### config.mk
export PLATFORM = sky130hd
export DESIGN_NAME = cga_mode_palette_status_registers_flat
export DESIGN_NICKNAME = d
export VERILOG_FILES = /design/src/rtl/cga_pkg.sv /design/src/rtl/cga_if.sv /design/src/rtl/cga_mode_palette_status_registers.sv /design/src/flat_wrapper.sv
export SDC_FILE = /design/constraint.sdc
export NUM_CORES = 1
export LEC_CHECK = 0
export BUFFER_PORTS_ARGS = -buffer_cell sky130_fd_sc_hd__buf_2
export CAP_MARGIN = 20
export CELL_PAD_IN_SITES_DETAIL_PLACEMENT = 0
export CELL_PAD_IN_SITES_GLOBAL_PLACEMENT = 1
export CORE_MARGIN = 3
export CORE_UTILIZATION = 47
export DETAILED_ROUTE_END_ITERATION = 12
export PLACE_DENSITY_LB_ADDON = 0.25
export SLEW_MARGIN = 15
export SYNTH_ARGS = -nofsm -noshare
export SYNTH_HDL_FRONTEND = slang
export SYNTH_SLANG_ARGS = --single-unit
### constraint.sdc
create_clock -name clk -period 8 [get_ports clk]
set_input_delay 0.4 -clock clk [delete_from_list [all_inputs] [get_ports clk]]
set_output_delay 0.4 -clock clk [all_outputs]
set_load 0.05 [all_outputs]
### src/rtl/cga_pkg.sv
package cga_pkg;

	localparam int PORT_W    = 16;
	localparam int BYTE_W    = 8;
	localparam int ELAPSED_W = 12;
	localparam int FRAME_W   = 25;
	localparam int LINE_NS_W = 16;
	localparam int LINE_W    = 13;
	localparam int COLOR_W   = 4;
	localparam int RGB_W     = 24;
	localparam int CFG_ADDR_W = 3;
	localparam int CFG_DATA_W = FRAME_W;

	typedef enum logic [1:0] {
		CMD_WRITE = 2'd0,
		CMD_READ  = 2'd1,
		CMD_TICK  = 2'd2,
		CMD_LOAD  = 2'd3
	} cmd_t;

	typedef enum logic [CFG_ADDR_W-1:0] {
		CFG_FRAME_LEN     = 3'd0,
		CFG_LINE_LEN      = 3'd1,
		CFG_VISIBLE_LINES = 3'd2,
		CFG_ACTIVE_WIDTH  = 3'd3,
		CFG_RETRACE_FIRST = 3'd4,
		CFG_RETRACE_COUNT = 3'd5,
		CFG_BLINK_LOCK    = 3'd6
	} cfg_idx_t;

	localparam logic [PORT_W-1:0] PORT_MONO_MODE  = 16'h03B8;
	localparam logic [PORT_W-1:0] PORT_MONO_CFG   = 16'h03BF;
	localparam logic [PORT_W-1:0] PORT_MODE_CTRL  = 16'h03D8;
	localparam logic [PORT_W-1:0] PORT_COLOR_SEL  = 16'h03D9;

	localparam logic [BYTE_W-1:0] MODE_CO80       = 8'h03;
	localparam logic [BYTE_W-1:0] MODE_GFX4       = 8'h04;
	localparam logic [BYTE_W-1:0] MODE_GFX5       = 8'h05;
	localparam logic [BYTE_W-1:0] MODE_GFX6       = 8'h06;
	localparam logic [BYTE_W-1:0] MODE_MONO_TEXT  = 8'h07;
	localparam logic [BYTE_W-1:0] MODE_MONO_GFX   = 8'h1e;
	localparam logic [BYTE_W-1:0] MODE_TEXT_REMAP = 8'h0a;
	localparam logic [BYTE_W-1:0] MODE_LORES16    = 8'h77;
	localparam logic [BYTE_W-1:0] MODE_GFX_REMAP  = 8'h76;
	localparam logic [BYTE_W-1:0] CTRL_HIRES_TEXT = 8'h1b;
	localparam logic [3:0]        CTRL_LO_LORES16 = 4'h1;
	localparam logic [3:0]        CTRL_LO_GFX6    = 4'ha;
	localparam logic [4:0]        CTRL_LO_GFX_REM = 5'h1a;

	localparam logic [BYTE_W-1:0] BLINK_ON_MASK   = 8'h7F;
	localparam logic [BYTE_W-1:0] BLINK_OFF_MASK  = 8'hFF;
	localparam logic [BYTE_W-1:0] STATUS_MONO     = 8'hFF;
	localparam int                STATUS_INACTIVE = 0;
	localparam int                STATUS_VRETRACE = 3;

	localparam logic [1:0] CSET_ALT = 2'd2;

	localparam logic [FRAME_W-1:0]   RST_FRAME_LEN     = 25'd16666667;
	localparam logic [LINE_NS_W-1:0] RST_LINE_LEN      = 16'd63613;
	localparam logic [LINE_W-1:0]    RST_VISIBLE_LINES = 13'd200;
	localparam logic [LINE_NS_W-1:0] RST_ACTIVE_WIDTH  = 16'd52600;
	localparam logic [LINE_W-1:0]    RST_RETRACE_FIRST = 13'd224;
	localparam logic [LINE_W-1:0]    RST_RETRACE_COUNT = 13'd16;
	localparam logic [COLOR_W-1:0]   RST_FOREGROUND    = 4'd15;

	localparam logic [COLOR_W-1:0] GFX_SET [3][2][4] = '{
		'{ '{4'd0, 4'd2, 4'd4, 4'd6}, '{4'd0, 4'd10, 4'd12, 4'd14} },
		'{ '{4'd0, 4'd3, 4'd5, 4'd7}, '{4'd0, 4'd11, 4'd13, 4'd15} },
		'{ '{4'd0, 4'd3, 4'd4, 4'd7}, '{4'd0, 4'd11, 4'd12, 4'd15} }
	};

	function automatic logic [COLOR_W-1:0] set_entry(logic [1:0] cset, logic inten,
		logic [1:0] idx);
		logic [1:0] cs;
		cs = (cset == 2'd3) ? CSET_ALT : cset;
		return GFX_SET[cs][inten][idx];
	endfunction

	function automatic logic [RGB_W-1:0] rgb_of(logic [COLOR_W-1:0] idx);
		logic [RGB_W-1:0] rgb;
		case (idx)
			4'd0:    rgb = 24'h000000;
			4'd1:    rgb = 24'h0000C4;
			4'd2:    rgb = 24'h00C400;
			4'd3:    rgb = 24'h00C4C4;
			4'd4:    rgb = 24'hC40000;
			4'd5:    rgb = 24'hC400C4;
			4'd6:    rgb = 24'hC47E00;
			4'd7:    rgb = 24'hC4C4C4;
			4'd8:    rgb = 24'h4E4E4E;
			4'd9:    rgb = 24'h4E4EDC;
			4'd10:   rgb = 24'h4EDC4E;
			4'd11:   rgb = 24'h4EF3F3;
			4'd12:   rgb = 24'hDC4E4E;
			4'd13:   rgb = 24'hF34EF3;
			4'd14:   rgb = 24'hF3F34E;
			default: rgb = 24'hFFFFFF;
		endcase
		return rgb;
	endfunction

endpackage

### src/rtl/cga_if.sv
interface cga_req_if;
	logic                           valid;
	logic                           ready;
	cga_pkg::cmd_t                  cmd;
	logic [cga_pkg::PORT_W-1:0]     port;
	logic [cga_pkg::BYTE_W-1:0]     value;
	logic [cga_pkg::ELAPSED_W-1:0]  elapsed_ns;
	logic [cga_pkg::BYTE_W-1:0]     mode_value;

	modport source(output valid, cmd, port, value, elapsed_ns, mode_value, input ready);
	modport sink(input valid, cmd, port, value, elapsed_ns, mode_value, output ready);
endinterface

interface cga_rsp_if;
	logic                          valid;
	logic                          ready;
	logic [cga_pkg::BYTE_W-1:0]    read_data;
	logic [cga_pkg::BYTE_W-1:0]    video_mode;
	logic [cga_pkg::RGB_W-1:0]     palette_rgb_0;
	logic [cga_pkg::RGB_W-1:0]     palette_rgb_1;
	logic [cga_pkg::RGB_W-1:0]     palette_rgb_2;
	logic [cga_pkg::RGB_W-1:0]     palette_rgb_3;
	logic                          hires_flag;
	logic                          burst_bit;
	logic [cga_pkg::BYTE_W-1:0]    blink_attr_mask;
	logic                          mono_active;
	logic [cga_pkg::COLOR_W-1:0]   foreground_index;

	modport source(output valid, read_data, video_mode, palette_rgb_0, palette_rgb_1,
		palette_rgb_2, palette_rgb_3, hires_flag, burst_bit, blink_attr_mask,
		mono_active, foreground_index, input ready);
	modport sink(input valid, read_data, video_mode, palette_rgb_0, palette_rgb_1,
		palette_rgb_2, palette_rgb_3, hires_flag, burst_bit, blink_attr_mask,
		mono_active, foreground_index, output ready);
endinterface

interface cga_cfg_if;
	logic                              valid;
	logic                              ready;
	logic [cga_pkg::CFG_ADDR_W-1:0]    addr;
	logic [cga_pkg::CFG_DATA_W-1:0]    data;

	modport source(output valid, addr, data, input ready);
	modport sink(input valid, addr, data, output ready);
endinterface

### src/rtl/cga_mode_palette_status_registers.sv
// Mode control, color select and raster status registers of a color
// graphics adapter, with monochrome-card takeover.
// req: one beat per bus access, raster tick or firmware mode load (cmd).
// rsp: one beat per req beat, in order: status byte for a read (0 for the
//   other commands), mode number, four palette colors as RGB and the mode,
//   blink and color register fields as they stand after the beat.
// cfg: register writes (frame/line timing, retrace window, blink lock), always
//   ready; the user must have them written while the block is idle; not enforced.
// Path: an accepted req beat sits in the input stage until the result
//   register is free; its rsp beat is then loaded there and offered.
// Throughput: one beat per cycle while rsp.ready holds; the whole update
//   is one pass of compare, add/subtract and palette lookup between the
//   input stage and the result register.
// Stall: while rsp is held, the result register keeps its beat, the input
//   stage keeps one more, and req.ready drops only when both are full.
// Reset: all mode, color and raster counters return to their power-on
//   values, timing registers to their defaults, and both stages empty.
module cga_mode_palette_status_registers (
	input  logic         clk,
	input  logic         arst_n,
	cga_req_if.sink      req,
	cga_rsp_if.source    rsp,
	cga_cfg_if.sink      cfg
);

	localparam int FP_W = cga_pkg::FRAME_W + 1;
	localparam int LP_W = cga_pkg::LINE_NS_W + 1;

	// timing registers
	logic [cga_pkg::FRAME_W-1:0]   frame_len_q;
	logic [cga_pkg::LINE_NS_W-1:0] line_len_q;
	logic [cga_pkg::LINE_W-1:0]    visible_q;
	logic [cga_pkg::LINE_NS_W-1:0] active_q;
	logic [cga_pkg::LINE_W-1:0]    retrace_first_q;
	logic [cga_pkg::LINE_W-1:0]    retrace_count_q;
	logic                          blink_lock_q;

	// input stage
	logic                            valid_s1;
	cga_pkg::cmd_t                   cmd_s1;
	logic [cga_pkg::PORT_W-1:0]      port_s1;
	logic [cga_pkg::BYTE_W-1:0]      value_s1;
	logic [cga_pkg::ELAPSED_W-1:0]   elapsed_s1;
	logic [cga_pkg::BYTE_W-1:0]      mode_value_s1;

	// state
	logic [cga_pkg::BYTE_W-1:0]    mode_q, mode_d;
	logic [1:0]                    mono_en_q, mono_en_d;
	logic                          mono_q, mono_d;
	logic                          hires_q, hires_d;
	logic                          burst_q, burst_d;
	logic [1:0]                    cset_q, cset_d;
	logic                          inten_q, inten_d;
	logic [cga_pkg::COLOR_W-1:0]   fg_q, fg_d;
	logic [cga_pkg::BYTE_W-1:0]    blink_mask_q, blink_mask_d;
	logic [cga_pkg::COLOR_W-1:0]   pal_q [4];
	logic [cga_pkg::COLOR_W-1:0]   pal_d [4];
	logic [cga_pkg::FRAME_W-1:0]   frame_q, frame_d;
	logic [cga_pkg::LINE_W-1:0]    lnum_q, lnum_d;
	logic [cga_pkg::LINE_NS_W-1:0] lphase_q, lphase_d;

	// result register
	logic                          out_valid_q;
	logic [cga_pkg::BYTE_W-1:0]    rd_q;
	logic [cga_pkg::BYTE_W-1:0]    rd_d;
	logic [cga_pkg::BYTE_W-1:0]    out_mode_q;
	logic [cga_pkg::RGB_W-1:0]     out_rgb_q [4];
	logic                          out_hires_q;
	logic                          out_burst_q;
	logic [cga_pkg::BYTE_W-1:0]    out_blink_q;
	logic                          out_mono_q;
	logic [cga_pkg::COLOR_W-1:0]   out_fg_q;

	logic                          out_free;
	logic                          adv;
	logic                          req_acc;

	// raster / tick datapath
	logic [FP_W-1:0]               fp_sum, fp_t;
	logic [LP_W-1:0]               lp_sum, lp_t;
	logic [cga_pkg::LINE_W-1:0]    lnum_t;
	logic [cga_pkg::LINE_W:0]      retrace_end;
	logic                          disp_inactive;
	logic                          vretrace;
	logic [cga_pkg::BYTE_W-1:0]    status;

	assign out_free  = !out_valid_q || rsp.ready;
	assign adv       = valid_s1 && out_free;
	assign req.ready = !valid_s1 || out_free;
	assign req_acc   = req.valid && req.ready;
	assign cfg.ready = 1'b1;

	always_ff @(posedge clk or negedge arst_n) begin
		if (!arst_n) begin
			frame_len_q     <= cga_pkg::RST_FRAME_LEN;
			line_len_q      <= cga_pkg::RST_LINE_LEN;
			visible_q       <= cga_pkg::RST_VISIBLE_LINES;
			active_q        <= cga_pkg::RST_ACTIVE_WIDTH;
			retrace_first_q <= cga_pkg::RST_RETRACE_FIRST;
			retrace_count_q <= cga_pkg::RST_RETRACE_COUNT;
			blink_lock_q    <= 1'b0;
		end else if (cfg.valid) begin
			case (cfg.addr)
				cga_pkg::CFG_FRAME_LEN:     frame_len_q <= cfg.data;
				cga_pkg::CFG_LINE_LEN:      line_len_q <= cfg.data[cga_pkg::LINE_NS_W-1:0];
				cga_pkg::CFG_VISIBLE_LINES: visible_q <= cfg.data[cga_pkg::LINE_W-1:0];
				cga_pkg::CFG_ACTIVE_WIDTH:  active_q <= cfg.data[cga_pkg::LINE_NS_W-1:0];
				cga_pkg::CFG_RETRACE_FIRST: retrace_first_q <= cfg.data[cga_pkg::LINE_W-1:0];
				cga_pkg::CFG_RETRACE_COUNT: retrace_count_q <= cfg.data[cga_pkg::LINE_W-1:0];
				cga_pkg::CFG_BLINK_LOCK:    blink_lock_q <= cfg.data[0];
				default: ;
			endcase
		end
	end

	always_ff @(posedge clk or negedge arst_n) begin
		if (!arst_n) begin
			valid_s1 <= 1'b0;
		end else if (req_acc) begin
			valid_s1 <= 1'b1;
		end else if (out_free) begin
			valid_s1 <= 1'b0;
		end
	end

	always_ff @(posedge clk) begin
		if (req_acc) begin
			cmd_s1        <= req.cmd;
			port_s1       <= req.port;
			value_s1      <= req.value;
			elapsed_s1    <= req.elapsed_ns;
			mode_value_s1 <= req.mode_value;
		end
	end

	// raster status from state before the beat
	always_comb begin
		retrace_end   = {1'b0, retrace_first_q} + {1'b0, retrace_count_q};
		disp_inactive = (lnum_q >= visible_q) || (lphase_q >= active_q);
		vretrace      = (lnum_q >= retrace_first_q) && ({1'b0, lnum_q} < retrace_end);
		status        = '0;
		status[cga_pkg::STATUS_INACTIVE] = disp_inactive;
		status[cga_pkg::STATUS_VRETRACE] = vretrace;
	end

	// tick: advance line and frame counters
	always_comb begin
		fp_sum = {1'b0, frame_q} + FP_W'(elapsed_s1);
		lp_sum = {1'b0, lphase_q} + LP_W'(elapsed_s1);
		lp_t   = lp_sum;
		lnum_t = lnum_q;
		if (lp_sum >= {1'b0, line_len_q}) begin
			lp_t = lp_sum - {1'b0, line_len_q};
			if (lp_t >= {1'b0, line_len_q}) begin
				lp_t = '0;
			end
			lnum_t = lnum_q + 1'b1;
		end
		fp_t = fp_sum;
		if (fp_sum >= {1'b0, frame_len_q}) begin
			fp_t = fp_sum - {1'b0, frame_len_q};
			if (fp_t >= {1'b0, frame_len_q}) begin
				fp_t = '0;
			end
			lnum_t = '0;
			lp_t   = (fp_t < FP_W'(line_len_q)) ? fp_t[LP_W-1:0] : '0;
		end
	end

	always_comb begin
		mode_d       = mode_q;
		mono_en_d    = mono_en_q;
		mono_d       = mono_q;
		hires_d      = hires_q;
		burst_d      = burst_q;
		cset_d       = cset_q;
		inten_d      = inten_q;
		fg_d         = fg_q;
		blink_mask_d = blink_mask_q;
		pal_d        = pal_q;
		frame_d      = frame_q;
		lnum_d       = lnum_q;
		lphase_d     = lphase_q;
		rd_d         = '0;
		case (cmd_s1)
			cga_pkg::CMD_WRITE: begin
				case (port_s1)
					cga_pkg::PORT_MONO_MODE: begin
						mono_d = mono_en_q[0] && value_s1[1];
						if (mono_d && mode_q != cga_pkg::MODE_MONO_TEXT) begin
							mode_d = cga_pkg::MODE_MONO_GFX;
						end
					end
					cga_pkg::PORT_MONO_CFG: begin
						mono_en_d = value_s1[1:0];
					end
					cga_pkg::PORT_MODE_CTRL: begin
						hires_d = value_s1[4];
						burst_d = value_s1[2];
						if ((mode_q == cga_pkg::MODE_GFX4 || mode_q == cga_pkg::MODE_GFX5)
							&& burst_d) begin
							cset_d = cga_pkg::CSET_ALT;
						end
						if (mode_d == cga_pkg::MODE_CO80 && value_s1 == cga_pkg::CTRL_HIRES_TEXT) begin
							mode_d = cga_pkg::MODE_TEXT_REMAP;
						end
						if (value_s1[3:0] == cga_pkg::CTRL_LO_LORES16) begin
							mode_d = cga_pkg::MODE_LORES16;
						end
						if (value_s1[4:0] == cga_pkg::CTRL_LO_GFX_REM) begin
							mode_d = cga_pkg::MODE_GFX_REMAP;
						end
						if (mode_d == cga_pkg::MODE_GFX6 && value_s1[3:0] == cga_pkg::CTRL_LO_GFX6) begin
							mode_d = cga_pkg::MODE_GFX_REMAP;
						end
						if (!blink_lock_q) begin
							blink_mask_d = value_s1[5] ? cga_pkg::BLINK_ON_MASK
								: cga_pkg::BLINK_OFF_MASK;
						end
						for (int i = 0; i < 4; i++) begin
							pal_d[i] = cga_pkg::set_entry(cset_d, inten_q, 2'(i));
						end
					end
					cga_pkg::PORT_COLOR_SEL: begin
						fg_d = value_s1[3:0];
						if (!burst_q) begin
							cset_d = {1'b0, value_s1[5]};
						end
						inten_d  = value_s1[4];
						pal_d[0] = fg_d;
						for (int i = 1; i < 4; i++) begin
							pal_d[i] = cga_pkg::set_entry(cset_d, inten_d, 2'(i));
						end
					end
					default: ;
				endcase
			end
			cga_pkg::CMD_READ: begin
				rd_d = mono_q ? cga_pkg::STATUS_MONO : status;
			end
			cga_pkg::CMD_TICK: begin
				frame_d  = fp_t[cga_pkg::FRAME_W-1:0];
				lnum_d   = lnum_t;
				lphase_d = lp_t[cga_pkg::LINE_NS_W-1:0];
			end
			cga_pkg::CMD_LOAD: begin
				mode_d = mode_value_s1;
			end
			default: ;
		endcase
	end

	always_ff @(posedge clk or negedge arst_n) begin
		if (!arst_n) begin
			mode_q       <= '0;
			mono_en_q    <= '0;
			mono_q       <= 1'b0;
			hires_q      <= 1'b0;
			burst_q      <= 1'b0;
			cset_q       <= '0;
			inten_q      <= 1'b0;
			fg_q         <= cga_pkg::RST_FOREGROUND;
			blink_mask_q <= cga_pkg::BLINK_OFF_MASK;
			for (int i = 0; i < 4; i++) begin
				pal_q[i] <= '0;
			end
			frame_q      <= '0;
			lnum_q       <= '0;
			lphase_q     <= '0;
			out_valid_q  <= 1'b0;
		end else begin
			if (adv) begin
				mode_q       <= mode_d;
				mono_en_q    <= mono_en_d;
				mono_q       <= mono_d;
				hires_q      <= hires_d;
				burst_q      <= burst_d;
				cset_q       <= cset_d;
				inten_q      <= inten_d;
				fg_q         <= fg_d;
				blink_mask_q <= blink_mask_d;
				pal_q        <= pal_d;
				frame_q      <= frame_d;
				lnum_q       <= lnum_d;
				lphase_q     <= lphase_d;
				out_valid_q  <= 1'b1;
			end else if (rsp.ready) begin
				out_valid_q  <= 1'b0;
			end
		end
	end

	always_ff @(posedge clk) begin
		if (adv) begin
			rd_q        <= rd_d;
			out_mode_q  <= mode_d;
			for (int i = 0; i < 4; i++) begin
				out_rgb_q[i] <= cga_pkg::rgb_of(pal_d[i]);
			end
			out_hires_q <= hires_d;
			out_burst_q <= burst_d;
			out_blink_q <= blink_mask_d;
			out_mono_q  <= mono_d;
			out_fg_q    <= fg_d;
		end
	end

	assign rsp.valid            = out_valid_q;
	assign rsp.read_data        = rd_q;
	assign rsp.video_mode       = out_mode_q;
	assign rsp.palette_rgb_0    = out_rgb_q[0];
	assign rsp.palette_rgb_1    = out_rgb_q[1];
	assign rsp.palette_rgb_2    = out_rgb_q[2];
	assign rsp.palette_rgb_3    = out_rgb_q[3];
	assign rsp.hires_flag       = out_hires_q;
	assign rsp.burst_bit        = out_burst_q;
	assign rsp.blink_attr_mask  = out_blink_q;
	assign rsp.mono_active      = out_mono_q;
	assign rsp.foreground_index = out_fg_q;

	// only a read beat carries status
	a_rd_zero: assert property (@(posedge clk) disable iff (!arst_n)
		(adv && cmd_s1 != cga_pkg::CMD_READ) |=> (rsp.read_data == '0))
		else $error("nonzero read_data on a non-read beat");

	// monochrome takeover masks raster status
	a_rd_mono: assert property (@(posedge clk) disable iff (!arst_n)
		(adv && cmd_s1 == cga_pkg::CMD_READ && mono_q) |=>
		(rsp.read_data == cga_pkg::STATUS_MONO))
		else $error("status read in mono mode not 0xFF");

	a_mode_load: assert property (@(posedge clk) disable iff (!arst_n)
		(adv && cmd_s1 == cga_pkg::CMD_LOAD) |=>
		(rsp.video_mode == $past(mode_value_s1) && mode_q == $past(mode_value_s1)))
		else $error("mode load not reflected");

	a_blink_lock: assert property (@(posedge clk) disable iff (!arst_n)
		(adv && blink_lock_q) |=> $stable(blink_mask_q))
		else $error("blink mask changed while locked");

endmodule
### src/flat_wrapper.sv
// flat-port wrapper written by rule: the top's interface ports become plain ports
module cga_mode_palette_status_registers_flat 
  (clk, arst_n, req_valid, req_cmd, req_port, req_value, req_elapsed_ns, req_mode_value, req_ready, rsp_valid, rsp_read_data, rsp_video_mode, rsp_palette_rgb_0, rsp_palette_rgb_1, rsp_palette_rgb_2, rsp_palette_rgb_3, rsp_hires_flag, rsp_burst_bit, rsp_blink_attr_mask, rsp_mono_active, rsp_foreground_index, rsp_ready, cfg_valid, cfg_addr, cfg_data, cfg_ready);
  cga_req_if req_i ();
  cga_rsp_if rsp_i ();
  cga_cfg_if cfg_i ();
  input  logic clk;
  input  logic arst_n;
  input wire logic [$bits(req_i.valid)-1:0] req_valid;
  input wire logic [$bits(req_i.cmd)-1:0] req_cmd;
  input wire logic [$bits(req_i.port)-1:0] req_port;
  input wire logic [$bits(req_i.value)-1:0] req_value;
  input wire logic [$bits(req_i.elapsed_ns)-1:0] req_elapsed_ns;
  input wire logic [$bits(req_i.mode_value)-1:0] req_mode_value;
  output wire logic [$bits(req_i.ready)-1:0] req_ready;
  output wire logic [$bits(rsp_i.valid)-1:0] rsp_valid;
  output wire logic [$bits(rsp_i.read_data)-1:0] rsp_read_data;
  output wire logic [$bits(rsp_i.video_mode)-1:0] rsp_video_mode;
  output wire logic [$bits(rsp_i.palette_rgb_0)-1:0] rsp_palette_rgb_0;
  output wire logic [$bits(rsp_i.palette_rgb_1)-1:0] rsp_palette_rgb_1;
  output wire logic [$bits(rsp_i.palette_rgb_2)-1:0] rsp_palette_rgb_2;
  output wire logic [$bits(rsp_i.palette_rgb_3)-1:0] rsp_palette_rgb_3;
  output wire logic [$bits(rsp_i.hires_flag)-1:0] rsp_hires_flag;
  output wire logic [$bits(rsp_i.burst_bit)-1:0] rsp_burst_bit;
  output wire logic [$bits(rsp_i.blink_attr_mask)-1:0] rsp_blink_attr_mask;
  output wire logic [$bits(rsp_i.mono_active)-1:0] rsp_mono_active;
  output wire logic [$bits(rsp_i.foreground_index)-1:0] rsp_foreground_index;
  input wire logic [$bits(rsp_i.ready)-1:0] rsp_ready;
  input wire logic [$bits(cfg_i.valid)-1:0] cfg_valid;
  input wire logic [$bits(cfg_i.addr)-1:0] cfg_addr;
  input wire logic [$bits(cfg_i.data)-1:0] cfg_data;
  output wire logic [$bits(cfg_i.ready)-1:0] cfg_ready;
  assign req_i.valid = req_valid;
  assign req_i.cmd = req_cmd;
  assign req_i.port = req_port;
  assign req_i.value = req_value;
  assign req_i.elapsed_ns = req_elapsed_ns;
  assign req_i.mode_value = req_mode_value;
  assign req_ready = req_i.ready;
  assign rsp_valid = rsp_i.valid;
  assign rsp_read_data = rsp_i.read_data;
  assign rsp_video_mode = rsp_i.video_mode;
  assign rsp_palette_rgb_0 = rsp_i.palette_rgb_0;
  assign rsp_palette_rgb_1 = rsp_i.palette_rgb_1;
  assign rsp_palette_rgb_2 = rsp_i.palette_rgb_2;
  assign rsp_palette_rgb_3 = rsp_i.palette_rgb_3;
  assign rsp_hires_flag = rsp_i.hires_flag;
  assign rsp_burst_bit = rsp_i.burst_bit;
  assign rsp_blink_attr_mask = rsp_i.blink_attr_mask;
  assign rsp_mono_active = rsp_i.mono_active;
  assign rsp_foreground_index = rsp_i.foreground_index;
  assign rsp_i.ready = rsp_ready;
  assign cfg_i.valid = cfg_valid;
  assign cfg_i.addr = cfg_addr;
  assign cfg_i.data = cfg_data;
  assign cfg_ready = cfg_i.ready;
  cga_mode_palette_status_registers u_core (.clk(clk), .arst_n(arst_n), .req(req_i), .rsp(rsp_i), .cfg(cfg_i));
endmodule
# Yosys cells after proc, flatten, opt, wreduce, memory -nomap -nowiden
# Memory sizes are Yosys's and may differ from the RTL's.
# Cells that the tools add are included.
word_totals:
  register_bits: 273
  latchBits: 0
  mem_bits_rw: 96
  rom_bits: 1536
  out_inout_bits: 130
  wordCells: 185
  mem_count: 5
memory_table:
  columns: ["memory", "depth", "word_bits", "read_ports", "rd_clocked_by_memory_dff", "write_ports", "line_no", "text"]
  rows:
  - ["(no name shown)", 16, 24, 1, 0, 0, "cga_pkg.sv:81", "case (idx)"]
  - ["(no name shown)", 16, 24, 1, 0, 0, "cga_pkg.sv:81", null]
  - ["(no name shown)", 16, 24, 1, 0, 0, "cga_pkg.sv:81", null]
  - ["(no name shown)", 16, 24, 1, 0, 0, "cga_pkg.sv:81", null]
  - ["u_core.out_rgb_q", 4, 24, 4, 0, 4, "cga_mode_palette_status_registers.sv:67", "logic [cga_pkg::RGB_W-1:0] out_rgb_q [4];"]
classes:
  n_addsub: 6
  mul: 0
  div: 0
  n_lt_le_gt_ge: 13
  n_eq_ne: 24
  shifts: 0
  mux: 64
  bitwise_logic: 4
  reduce_logical: 32
ops:
  columns: ["cell", "n"]
  rows:
  - ["$bmux W32 S2", 2]
  - ["$mux W16", 8]
  - ["$mux W24", 4]
  - ["$mux W8", 12]
  - ["$eq A16 B10 Y1 const B", 4]
  - ["$mux W32", 2]
  - ["$mux W28", 2]
  - ["$ge A26 B25 Y1", 2]
  - ["$mux W26", 2]
  - ["$mux W12", 3]
  - ["$ge A17 B16 Y1", 2]
  - ["$pmux W16 S2", 1]
  - ["$pmux W8 S2", 2]
  - ["$add A25 B12 Y26", 1]
  - ["$ge A13 B13 Y1", 2]
  - ["$lt A26 B16 Y1", 1]
  - ["$mux W13", 2]
  - ["$sub A26 B25 Y26", 1]
  - ["$mux W25", 1]
  - ["$eq A8 B3 Y1 const B", 3]
  - ["$add A16 B12 Y17", 1]
  - ["$sub A17 B16 Y17", 1]
  - ["$ge A16 B16 Y1", 1]
  - ["$mux W2", 8]
  - ["29 further kinds", 75]

# Longest topological paths before layout
# An unclocked memory read counts as a cell.
depth:
  ltp_word: 19
  mapped_depth: 41
  depth_no_buf: 38

# Worst setup path before layout
# Ideal clock, no wire load.
synth_path:
  path_type: "register -> register"
  start: "reg u_core.elapsed_s1[0] in the netlist's numbering"
  end: "reg u_core.lphase_q[0] in the netlist's numbering"
  setup_ns: 0.082
  arrival_time_ns: 6.995
  t_required_ns: 7.918
  path_slack_ns: 0.923
  path_stages_with_launch: 39
  n_path_buf: 2
  period_less_slack_ns: 7.077
  path_cell_list: "edfxtp_1 ha_1 inv_1 fa_1 nor2b_1 o21ai_0 a21boi_0 o21a_1 o211a_1 nor2_1 o21ai_0 xnor2_1 ha_1 inv_1 o31ai_4 o211ai_1 a21oi_1 mux2i_1 [3 not listed] a211oi_1 o21ai_0 o211ai_1 and4b_1 clkbuf_1 and2_1 ha_1 a21o_1 a211oi_1 o21ai_0 a21oi_1 o21ai_0 a311o_1 nor4_1 and3_1 buf_6 nand3_1 a22oi_2"
synth_via:
  elab_chain_len: 8
synth_lines:
  columns: ["item", "line_no", "text"]
  rows:
  - ["from (decl)", "cga_mode_palette_status_registers.sv:43", "logic [cga_pkg::ELAPSED_W-1:0] elapsed_s1;"]
  - ["from (signal assigned)", "cga_mode_palette_status_registers.sv:131", "elapsed_s1 <= req.elapsed_ns;"]
  - ["$add A25 B12 Y26", "cga_mode_palette_status_registers.sv:148", "fp_sum = {1'b0, frame_q} + FP_W'(elapsed_s1);"]
  - ["$sub A26 B25 Y26", "cga_mode_palette_status_registers.sv:161", "fp_t = fp_sum - {1'b0, frame_len_q};"]
  - ["$ge A26 B25 Y1", "cga_mode_palette_status_registers.sv:162", "if (fp_t >= {1'b0, frame_len_q}) begin"]
  - ["$mux W26", "cga_mode_palette_status_registers.sv:162", null]
  - ["$mux W26", "cga_mode_palette_status_registers.sv:160", "if (fp_sum >= {1'b0, frame_len_q}) begin"]
  - ["$lt A26 B16 Y1", "cga_mode_palette_status_registers.sv:166", "lp_t = (fp_t < FP_W'(line_len_q)) ? fp_t[LP_W-1:0] : '0;"]
  - ["$mux W16", "cga_mode_palette_status_registers.sv:166", null]
  - ["$mux W16 *", "cga_mode_palette_status_registers.sv:160", null]
  - ["to (signal assigned)", "cga_mode_palette_status_registers.sv:285", "lphase_q <= lphase_d;"]
  - ["to (decl)", "cga_mode_palette_status_registers.sv:60", "logic [cga_pkg::LINE_NS_W-1:0] lphase_q, lphase_d;"]
# Every way passes the cells marked *; elsewhere a longest branch is shown, timed or not. The select of a mux whose other input is x is not followed.
# A chain may end at the register's enable or synchronous reset.

# Worst setup path after layout
layout_path:
  start: "reg u_core.elapsed_s1[3] in the netlist's numbering"
  end: "reg u_core.lphase_q[2] in the netlist's numbering"
# Same word-level chain as after synthesis.

==> flow_summary.yaml <==
sta:
  maxSlewViolCount: 0
  worst_slew_pin_slew_ps: 977
  fin_skew_ps: 16.0
  relSlewSlack: 0.343
  fmax_mhz: 131
  setup_tns_ps: 0
  finalSetupViolCount: 0
  hold_viol: 0
  setup_ws_ps: 343
  fin_crit_ps: 7660
  hold_ws_ps: 25.0
  finalCritPeriodShare: 0.957
setup_path:
  r2r-end: "u_core.lphase_q[2]"
  crit_start: "u_core.elapsed_s1[3]"
  critPathKind: "reg -> reg"
  crit_end: "u_core.lphase_q[2]"
  crit_family: "compound AO/OA/AOI/OAI gates"
  rr_worst_depth: 38
  cp_max_fo: 11
  cp.required_ps: 8480
  crit_top_cell: "ha_1"
  cpMaxStageDelayCell: "edfxtp_1"
  cpPeakStageDelay_ps: 440
  cp.buffers_inverters: 4
  critPathArrivalTime_ps: 8140
  end_kind: "flop"
  r2r_slack_ps: 340
  start_kind: "flop"
  r2r-start: "u_core.elapsed_s1[3]"
  path_depth: 38
final_layout:
  area_growth_pct: 17.8
  layout.nets: 2728
  multi_input_area_sq_um: 11000
  final_cells: 3056
  drive_gt1_frac: 0.207
  diodes: 0
  seqCellArea_sq_um: 9770
  fill_cells: 3939
cts:
  numCtsBuffers: 42
  cts_tree: "yes"
  cts_sinks: 356
  clockBufferDepth: 3
  cts_root_buf: "clkbuf_16"
  htree_levels: 2
  path_clk_slew_ps: 60
  insertion_delay_ps: 560
placed_design:
  port_buffers: 207
  dp_hpwl_microns: 45000
  gp_congestion: 0.911
  post-place-ws_ps: 37.0
  dp.cells: 2933
floorplan:
  pin_count: 209
  fp.coreArea_sq_um: 44800
  die_h_microns: 221
  num_rows: 77
  initial_core_util: 0.483
  die_x_microns: 221
  dieArea_sq_um: 48600
yosys:
  synthTopCellsByCount: "217 x nand2_1, 213 x ha_1, 172 x o21ai_0"
  async_flop_share: 0.551
  synth-main-ff-cell: "edfxtp_1"
  yosys_warnings: 0
  yosysSeqAreaShare: 0.452
  synth.most_common_cell: "nand2_1"
  avgSynthCellArea_sq_um: 10.1
  synth-edff-count: 160
  yosysUniqueCellTypes: 96
  syn_inst: 2151
  ys_seq_elements: 356
  syn-num-nets: 2448
  ys_top_cells_by_area: "edfxtp_1 22%, dfrtp_1 17%, ha_1 12%"
  netlist_area_sq_um: 21600
  synth_top_area_frac: 0.222
  synth_area_leader_cell: "edfxtp_1"
routing:
  drt_iter0_markers: 1224
  wl_per_cell_microns: 19.5
  avgViaCountPerCell: 5.59
  finalWirelength_microns: 59600
  ant_nets: 0
  first_pass_iters: 5
  vias: 17083
  drc_errors: 0
grt:
  grt_pass1_wl_microns: 93300
  grt_use_total: 0.245
  grt_max_degree: 84
  grt_pass1_vias: 16650
  grt_overflow: 0
  antenna_found_initial: 1
power:
  cellPowerDensity_nw_per_um2: 445
  power_uw: 11300
  p_leak_uw: 0.0115
  vdd_drop_max_mv: 0.517
run:
  max_cap_viol_count: 0
run_status:
  status: "complete, no violations"
min_path:
  hold_class: "in -> reg"
==> report_power, final <==
part           leakage [uW]  switching (uW)  internal, uW
Clock              0.000682             785          1180
Combinational       0.00688            4050          2840
Sequential          0.00390             241          2240
==> worst min-delay path by stage <==
| stage | startpoint | endpoint | slack, ps | depth (start not counted) |
|---|---|---|---|---|
| 3_5_place_dp | u_core.fg_q[0] | u_core.fg_q[0] | 450 | 2 |
| 3_3_place_gp | u_core.fg_q[1] | u_core.fg_q[1] | 450 | 2 |
| 4_1_cts | req_elapsed_ns[7] | u_core.elapsed_s1[7] | 0.6 | 1 |
| 6_report | req_port[9] | u_core.port_s1[9] | 30 | 1 |
| 5_1_grt | req_elapsed_ns[7] | u_core.elapsed_s1[7] | 4 | 1 |
| 2_1_floorplan | arst_n | u_core.active_q[0] | 100 | 0 |
==> sequential cells by signal, summed over array words and instances (netlist names), 16 cells and up <==
signal / cells
u_core.active_q: 16
u_core.frame_len_q: 25
u_core.frame_q: 25
u_core.line_len_q: 16
u_core.lphase_q: 16
u_core.out_rgb_q: 88
u_core.pal_q: 16
u_core.port_s1: 16
==> per-layer routing <==
metal	part of all wire	vias up	global-route usage	wire, microns
met1	0.43	8132	0.329	25800
met3	0.057	88	0.0312	3380
met5	0	-	0	0
li1	-	8337	-	-
met2	0.48	526	0.411	28500
met4	0.032	0	0.0855	1890
==> cells by family after synthesis <==
group	count (synthesis)	synth area share
xor+xnor	90	0.0365
other cells	1	0.000173
buf+inv	225	0.0433
fa+ha+maj	218	0.128
compound gates	561	0.169
simple gates	649	0.145
flops	356	0.452
mux	51	0.0263
==> placed cells by master (no fill, tap or decap), types with 65 or more instances in the layout <==
cell,n
a21oi_1,133
buf_2,206
buf_4,65
dfrtp_1,144
edfxtp_1,160
ha_1,209
inv_1,148
nand2_1,216
nor2_1,152
o21ai_0,168
==> metrics by stage <==
step	util	instance area (sq um)
6_report	0.568	25500
4_1_cts	0.565	25300
3_3_place_gp	0.525	23500
3_5_place_dp	0.525	23500
5_1_grt	0.568	25500
2_1_floorplan	-	21600
==> final cells by class <==
| type | count | share of cell area |
|---|---|---|
| clock buffers | 53 | 0.0445 |
| clock inverters | 24 | 0.0113 |
| inverters | 150 | 0.0223 |
| multi-input cells | 1570 | 0.433 |
| flip-flops and latches | 356 | 0.384 |
| well taps | 592 | 0.0291 |
| repair buffers | 311 | 0.0758 |
==> timing repair <==
action,CTS,global route
hold buffers,37,0
setup endpoints to repair,3,16
hold endpoints to repair,105,0
gates resized for setup,1,29
pin swaps,0,8
setup buffers,0,8
Power figures use the tool's default switching activity.
